--- src/hdl/comd_pkg.sv ---
// Shared constants, codes and command/status types of the center-of-mass gravity block.
package comd_pkg;

  // Set size and derived widths
  localparam int MAX_BODIES = 256;
  localparam int CNT_W      = $clog2(MAX_BODIES + 1);
  localparam int MASS_W     = 16 + $clog2(MAX_BODIES);
  localparam int POS_W      = 32;
  localparam int SUM_W      = 64;
  localparam int G_W        = 32;
  localparam int GM_W       = G_W + MASS_W;
  localparam int NUM_W      = GM_W + 32;
  localparam int MAG_W      = NUM_W;
  localparam int DABS_W     = 33;
  localparam int P_W        = MAG_W + DABS_W;
  localparam int DIV_N      = P_W;
  localparam int DEN_W      = 68;
  localparam int DIV_CNT_W  = $clog2(DIV_N);
  localparam int MUL_CNT_W  = $clog2(DABS_W);
  localparam int S_W        = 66;
  localparam int SQ_STEPS   = 34;
  localparam int SQ_SRC_W   = 2 * SQ_STEPS;
  localparam int SQ_REM_W   = SQ_STEPS + 3;
  localparam int SQ_CNT_W   = $clog2(SQ_STEPS);
  localparam int MAG_BIG_SH = 94;

  typedef enum logic [1:0] {
    FAULT_OK        = 2'd0,
    FAULT_NO_MASS   = 2'd1,
    FAULT_NO_TARGET = 2'd2,
    FAULT_ZERO_DIST = 2'd3
  } fault_t;

  typedef enum logic [3:0] {
    OP_NONE,
    OP_ACC,
    OP_DIV_CX,
    OP_DIV_CY,
    OP_DIFF,
    OP_SQ_X,
    OP_SQ_Y,
    OP_SQ_SUM,
    OP_SQRT_INIT,
    OP_SQRT_STEP,
    OP_DIV_MAG,
    OP_MUL_X,
    OP_DIV_X,
    OP_MUL_Y,
    OP_DIV_Y,
    OP_FIN
  } dp_op_t;

  typedef struct packed {
    dp_op_t op;
    fault_t fault;
  } dp_cmd_t;

  typedef struct packed {
    logic target_seen;
    logic mass_zero;
    logic s_zero;
    logic div_done;
    logic mul_done;
  } dp_stat_t;

endpackage

--- src/hdl/comd_ctrl.sv ---
// Controller: accepts bodies, sequences the final computation, owns the result handshake.
module comd_ctrl (
  input  logic               clk,
  input  logic               rst_n,
  input  logic               in_valid,
  input  logic               in_last_body,
  output logic               in_stall,
  output logic               out_valid,
  input  logic               out_stall,
  input  comd_pkg::dp_stat_t stat,
  output comd_pkg::dp_cmd_t  cmd
);

  typedef enum logic [15:0] {
    S_ACC   = 16'b0000_0000_0000_0001,
    S_CHECK = 16'b0000_0000_0000_0010,
    S_WCX   = 16'b0000_0000_0000_0100,
    S_WCY   = 16'b0000_0000_0000_1000,
    S_SQX   = 16'b0000_0000_0001_0000,
    S_WSQX  = 16'b0000_0000_0010_0000,
    S_WSQY  = 16'b0000_0000_0100_0000,
    S_ZCHK  = 16'b0000_0000_1000_0000,
    S_SQRT  = 16'b0000_0001_0000_0000,
    S_MAG   = 16'b0000_0010_0000_0000,
    S_WMAG  = 16'b0000_0100_0000_0000,
    S_WMX   = 16'b0000_1000_0000_0000,
    S_WDX   = 16'b0001_0000_0000_0000,
    S_WMY   = 16'b0010_0000_0000_0000,
    S_WDY   = 16'b0100_0000_0000_0000,
    S_FIN   = 16'b1000_0000_0000_0000
  } state_t;

  state_t                       state_r, state_nxt;
  comd_pkg::fault_t             fault_r, fault_nxt;
  logic [comd_pkg::SQ_CNT_W-1:0] sq_cnt_r, sq_cnt_nxt;
  logic                         out_valid_r, out_valid_nxt;
  comd_pkg::dp_op_t             op;
  logic                         in_xfer;

  assign in_stall = state_r != S_ACC;
  assign in_xfer  = in_valid && !in_stall;

  // Next state and datapath command
  always_comb begin
    state_nxt     = state_r;
    fault_nxt     = fault_r;
    sq_cnt_nxt    = sq_cnt_r;
    out_valid_nxt = out_valid_r && out_stall;
    op            = comd_pkg::OP_NONE;
    unique case (state_r)
      S_ACC: begin
        if (in_xfer) begin
          op = comd_pkg::OP_ACC;
          if (in_last_body) begin
            state_nxt = S_CHECK;
          end
        end
      end
      S_CHECK: begin
        priority if (!stat.target_seen) begin
          fault_nxt = comd_pkg::FAULT_NO_TARGET;
          state_nxt = S_FIN;
        end else if (stat.mass_zero) begin
          fault_nxt = comd_pkg::FAULT_NO_MASS;
          state_nxt = S_FIN;
        end else begin
          fault_nxt = comd_pkg::FAULT_OK;
          op        = comd_pkg::OP_DIV_CX;
          state_nxt = S_WCX;
        end
      end
      S_WCX: begin
        if (stat.div_done) begin
          op        = comd_pkg::OP_DIV_CY;
          state_nxt = S_WCY;
        end
      end
      S_WCY: begin
        if (stat.div_done) begin
          op        = comd_pkg::OP_DIFF;
          state_nxt = S_SQX;
        end
      end
      S_SQX: begin
        op        = comd_pkg::OP_SQ_X;
        state_nxt = S_WSQX;
      end
      S_WSQX: begin
        if (stat.mul_done) begin
          op        = comd_pkg::OP_SQ_Y;
          state_nxt = S_WSQY;
        end
      end
      S_WSQY: begin
        if (stat.mul_done) begin
          op        = comd_pkg::OP_SQ_SUM;
          state_nxt = S_ZCHK;
        end
      end
      S_ZCHK: begin
        if (stat.s_zero) begin
          fault_nxt = comd_pkg::FAULT_ZERO_DIST;
          state_nxt = S_FIN;
        end else begin
          op         = comd_pkg::OP_SQRT_INIT;
          sq_cnt_nxt = '0;
          state_nxt  = S_SQRT;
        end
      end
      S_SQRT: begin
        op         = comd_pkg::OP_SQRT_STEP;
        sq_cnt_nxt = sq_cnt_r + 1'b1;
        if (sq_cnt_r == comd_pkg::SQ_CNT_W'(comd_pkg::SQ_STEPS - 1)) begin
          state_nxt = S_MAG;
        end
      end
      S_MAG: begin
        op        = comd_pkg::OP_DIV_MAG;
        state_nxt = S_WMAG;
      end
      S_WMAG: begin
        if (stat.div_done) begin
          op        = comd_pkg::OP_MUL_X;
          state_nxt = S_WMX;
        end
      end
      S_WMX: begin
        if (stat.mul_done) begin
          op        = comd_pkg::OP_DIV_X;
          state_nxt = S_WDX;
        end
      end
      S_WDX: begin
        if (stat.div_done) begin
          op        = comd_pkg::OP_MUL_Y;
          state_nxt = S_WMY;
        end
      end
      S_WMY: begin
        if (stat.mul_done) begin
          op        = comd_pkg::OP_DIV_Y;
          state_nxt = S_WDY;
        end
      end
      S_WDY: begin
        if (stat.div_done) begin
          state_nxt = S_FIN;
        end
      end
      S_FIN: begin
        // Load the result once the output register is free
        if (!out_valid_r || !out_stall) begin
          op            = comd_pkg::OP_FIN;
          out_valid_nxt = 1'b1;
          state_nxt     = S_ACC;
        end
      end
      default: begin
        state_nxt = S_ACC;
      end
    endcase
  end

  always_ff @(posedge clk) begin
    if (!rst_n) begin
      state_r     <= S_ACC;
      fault_r     <= comd_pkg::FAULT_OK;
      sq_cnt_r    <= '0;
      out_valid_r <= 1'b0;
    end else begin
      state_r     <= state_nxt;
      fault_r     <= fault_nxt;
      sq_cnt_r    <= sq_cnt_nxt;
      out_valid_r <= out_valid_nxt;
    end
  end

  assign cmd.op    = op;
  assign cmd.fault = fault_nxt;
  assign out_valid = out_valid_r;

endmodule

--- config.mk ---
export PLATFORM = sky130hd
export DESIGN_NAME = comd_ctrl
export DESIGN_NICKNAME = d
export VERILOG_FILES = /design/src/hdl/comd_pkg.sv /design/src/hdl/comd_ctrl.sv
export SDC_FILE = /design/constraint.sdc
export NUM_CORES = 1
export LEC_CHECK = 0
export BUFFER_PORTS_ARGS = -buffer_cell sky130_fd_sc_hd__buf_2
export CAP_MARGIN = 20
export CELL_PAD_IN_SITES_DETAIL_PLACEMENT = 0
export CELL_PAD_IN_SITES_GLOBAL_PLACEMENT = 1
export CORE_ASPECT_RATIO = 0.7
export CORE_MARGIN = 2
export CORE_UTILIZATION = 24
export DETAILED_ROUTE_END_ITERATION = 12
export PLACE_DENSITY = 0.53
export SYNTH_ARGS = -nofsm -noshare
export SYNTH_HDL_FRONTEND = slang
export SYNTH_SLANG_ARGS = --single-unit
--- constraint.sdc ---
create_clock -name clk -period 2.8 [get_ports clk]
set_clock_uncertainty 0.05 [all_clocks]
set_input_delay 0.56 -clock clk [delete_from_list [all_inputs] [get_ports clk]]
set_output_delay 0.56 -clock clk [all_outputs]
set_load 0.02 [all_outputs]
Word level (Yosys, flattened, before mapping)

Cells that the tools add are included.

Multiplexer cells: 39
$add $sub $neg: 1
Div/mod/pow operators: 0
Shift-type cells: 0
Bitwise operators: 0
Multipliers: 0
Equality and inequality tests: 32
Reduce and logical (&&, ||, !) cells: 9
$lt $le $gt $ge: 0

Operator list:

| operator             | count |
|---|---|
| $mux 16              | 16 |
| $pmux 16 s16         | 1 |
| $pmux 4 s15          | 1 |
| $ne 2x2->1 const B   | 14 |
| $mux 4               | 6 |
| $eq 16x1->1 const B  | 1 |
| $eq 16x10->1 const B | 1 |
| $eq 16x11->1 const B | 1 |
| $eq 16x12->1 const B | 1 |
| $eq 16x13->1 const B | 1 |
| $eq 16x14->1 const B | 1 |
| $eq 16x15->1 const B | 1 |
| $eq 16x16->1 const B | 1 |
| $eq 16x2->1 const B  | 1 |
| $eq 16x3->1 const B  | 1 |
| $eq 16x4->1 const B  | 1 |
| $eq 16x5->1 const B  | 1 |
| $eq 16x6->1 const B  | 1 |
| $eq 16x7->1 const B  | 1 |
| $eq 16x8->1 const B  | 1 |
| $eq 16x9->1 const B  | 1 |
| $ne 16x1->1 const B  | 1 |
| $reduce_and 13->1    | 1 |
| $pmux 6 s2           | 1 |
| 12 further kinds     | 24 |

Latch bits: 0
Memories kept: 0
Input port bits: 10
RAM bits: 0
Word-level logic and storage cells: 85
Register bits: 25
ROM bits: 0

Depth between registers and ports, before layout

Depth in word-level cells: 5
Mapped depth: 8

Worst setup path before layout

No wires, ideal clock.

Kind: reg2out
From: reg state_r[5]
To: out cmd[2] (netlist bit)
Cell stages (with the launch flop): 6
Arrival: 1999 ps
Required time: 2190 ps
Setup slack: 191 ps
Buffers on the path: 1
Cells stage by stage: dfxtp_1 -> clkbuf_1 -> or4_1 -> nor2_1 -> nand4_1 -> o211ai_1

RTL lines:

| element                  | line             | RTL |
|---|---|---|
| start: declaration       | comd_ctrl.sv:33  | `state_t state_r, state_nxt;` |
| start signal: assignment | comd_ctrl.sv:171 | `state_r <= state_nxt;` |
| end: declaration         | comd_ctrl.sv:11  | `output comd_pkg::dp_cmd_t cmd` |

==> impl_results.md <==
- Grt peak-use layer: met1
- Clock Power Share: between 20% and 30%
- TritonCTS buffer count: 3
- Max Cap Violations: 0
- Top cell type's share of synthesized area: a little under a third
- Syn_nets: approximately 220
- Status: finished, final reports clean
- Post-Syn Instances: between 200 and 250
- Port Buffers: 17
- F_max: between 300 and 400 MHz
- Leakage: between 0.7 and 0.8 nW
- YS warnings: 0
- Largest net degree at the start of global routing: 15
- Synthesized flop and latch total: 25
- Dpl cells: roughly 300
- Top cells by area, synth: dfxtp_1 31%, nor2_1 5.9%, a21oi_1 5.0%
- Crit-path max FO: 7
- Die W: approximately 100 µm
- Maximum VDD drop: 163 µV
- Final min period: 2.80 ns
- Overall power: roughly 870 µW
- DR WL/cell: ~17 µm
- WS Path Type: register to output port
- Root Buffer: clkbuf_8
- RSZ-0062 raised after global routing: true
- Critical path data arrival time: about 2.2 ns
- Psw: 296 µW
- Area delta synth->final: 27.5%
- PD cells: around 430 nW/µm²
- Core ar.: 6310 µm²
- Post-synth ARST share: 0%
- Startpoint Class: register
- Cell variety after synth: between 50 and 60
- First DRT Iteration DRCs: 112
- Core Rows: 24
- Met3 Usage GRT: ~3.2%
- Met2 Use GR: 19.6%
- Vias after detailed routing: 1659
- Routed wire length: roughly 5.3 mm
- CTS tree: done
- Setup crit end kind: output port
- First-pass GRT wire length: 8.51 mm
- Switching Fraction: 33.9%
- Post-Place Worst Slack: 0.0577 ns
- P_int: 578 µW
- Sequential power share: between 40 and 50%
- Crit path required time: roughly 2.2 ns
- HP Class: register to register
- Drc violations: 0
- Worst-path clk slew: around 0.09 ns
- DP HPWL: 4.07 mm
- DR pass1 iterations: 5
- Hold slack final: 0.474 ns
- Final Core Density: 32.2%
- ANT cells: 0
- Setup_tns: 0 ns
- Gr ovfl total: 0
- H-tree Lvls: 1
- Post-synthesis sequential area ratio: between 30% and 40%
- Post-synth EDFFs: 0
- Share of cells above drive strength 1: just over 30%
- Endpoints failing hold: 0
- Synth Flop Type: dfxtp_1
- Initial antenna violation count: 0
- Setup violations, final: 0
- Syn Area/Cell: between 7 and 8 µm²
- Final Net Count: 248
- GRT Util Overall: roughly 15%
- Vias in the first global route: roughly 1500
- Clock buffer depth: 2
- Post-synth top cells: 25 x dfxtp_1, 25 x nor2_1, 19 x nand2_1
- Mapped cell area: around 1600 µm²
- Design area: around 2000 µm²
- I/O Pins: 18
- GR Util met1: 25.8%
- Placed inst area: 1840 µm²
- Fin cells: 313
- Worst-Skew Late Latency: 0.28 ns
- Starting density of the core: about a quarter
- Cell taking the most area after synthesis: dfxtp_1
- Die footprint: roughly 7300 µm²
- Final Max Slew Viols: 0
- Slew margin rel.: about three fifths
- Routed vias/inst: ~5.3
- Sink Count: 25
- Crit path setup slack, layout: 0.00191 ns
- DRT antenna net count: 0
- Die H: between 70 and 80 µm
- Tightest Pin Transition: roughly 0.57 ns
- Logic pwr share: 30.7%
- Period utilisation layout: 99.9%
- Global placement routability congestion: just over 0.8
sequential cells by signal, indices dropped and copies added, names as in the netlist:
register,flops
out_valid,1
state_r,16
fault_r,2
sq_cnt_r,6
path summary, 6_finish.rpt:
check	slack (ns)	endpoint	start	cells after the start
setup reg to reg	0.31	state_r[15]	state_r[11]	8
hold reg to reg	0.47	fault_r[0]	fault_r[0]	2
setup / recovery	0.002	cmd[4]	state_r[7]	6
hold / removal	0.47	fault_r[0]	fault_r[0]	2
area by class of cell:
| cell class | count | area, µm² |
|---|---|---|
| fillers | 694 | 4280 |
| multi-input cells | 161 | 1100 |
| flip-flops and latches | 25 | 519 |
| repair buffers | 34 | 223 |
| well taps | 78 | 97.6 |
| clock buffers | 4 | 45.0 |
| inverters | 11 | 41.3 |
cells by family after synthesis:
group           Yosys count  synth area share, %
simple gates            105                 38.8
compound gates           46                 19.0
flops                    25                 31.4
buf+inv                  19                 4.80
xor+xnor                  8                 4.40
fa+ha+maj                 2                 1.57
repair_timing:
| item | CTS | global route |
|---|---|---|
| pin swaps | 4 | 8 |
| resized for setup | 16 | 20 |
| buffers inserted | 2 | 2 |
| setup endpoints to repair | 5 | 6 |
| hold buffers | 0 | 0 |
power groups by stage:
stage | Sequential [mW] | Combinational [mW] | Clock (mW)
5_1_grt | 0.382 | 0.291 | 0.253
3_5_place_dp | 0.385 | 0.246 | 0
4_1_cts | 0.377 | 0.255 | 0.236
6_report | 0.380 | 0.268 | 0.226
2_1_floorplan | 0.382 | 0.141 | 0
3_3_place_gp | 0.386 | 0.254 | 0
worst max-delay path, stage by stage, from the launching register on:
cell	delay, ns
dfxtp_4	0.38
or4_4	0.60
nor4_4	0.26
and4b_2	0.33
a211oi_2	0.06
nand4_1	0.13
buf_4	0.15
layout by cell type (no fill, tap or decap), types with 3 or more instances in the layout:
cell,instances
or4_4,4
nor3_1,4
or3_1,3
nand4_1,7
dfxtp_1,14
inv_1,11
nor2_1,24
buf_2,13
clkbuf_8,3
o21a_1,4
and2_1,4
nand4b_1,3
nand3_1,5
buf_4,21
nand2_1,19
xor2_1,6
nor4b_1,3
a21oi_1,15
nor4_4,4
dfxtp_2,9
o21ai_1,7
nor4_1,4
per-layer routing:
metal	vias up	part of all wire [%]	wire length, µm
li1	826	-	-
met1	785	54	2850
met2	44	39	2080
met3	4	5.8	306
met4	0	0.70	37
met5	-	0	0
Power figures use the tool's default switching activity.
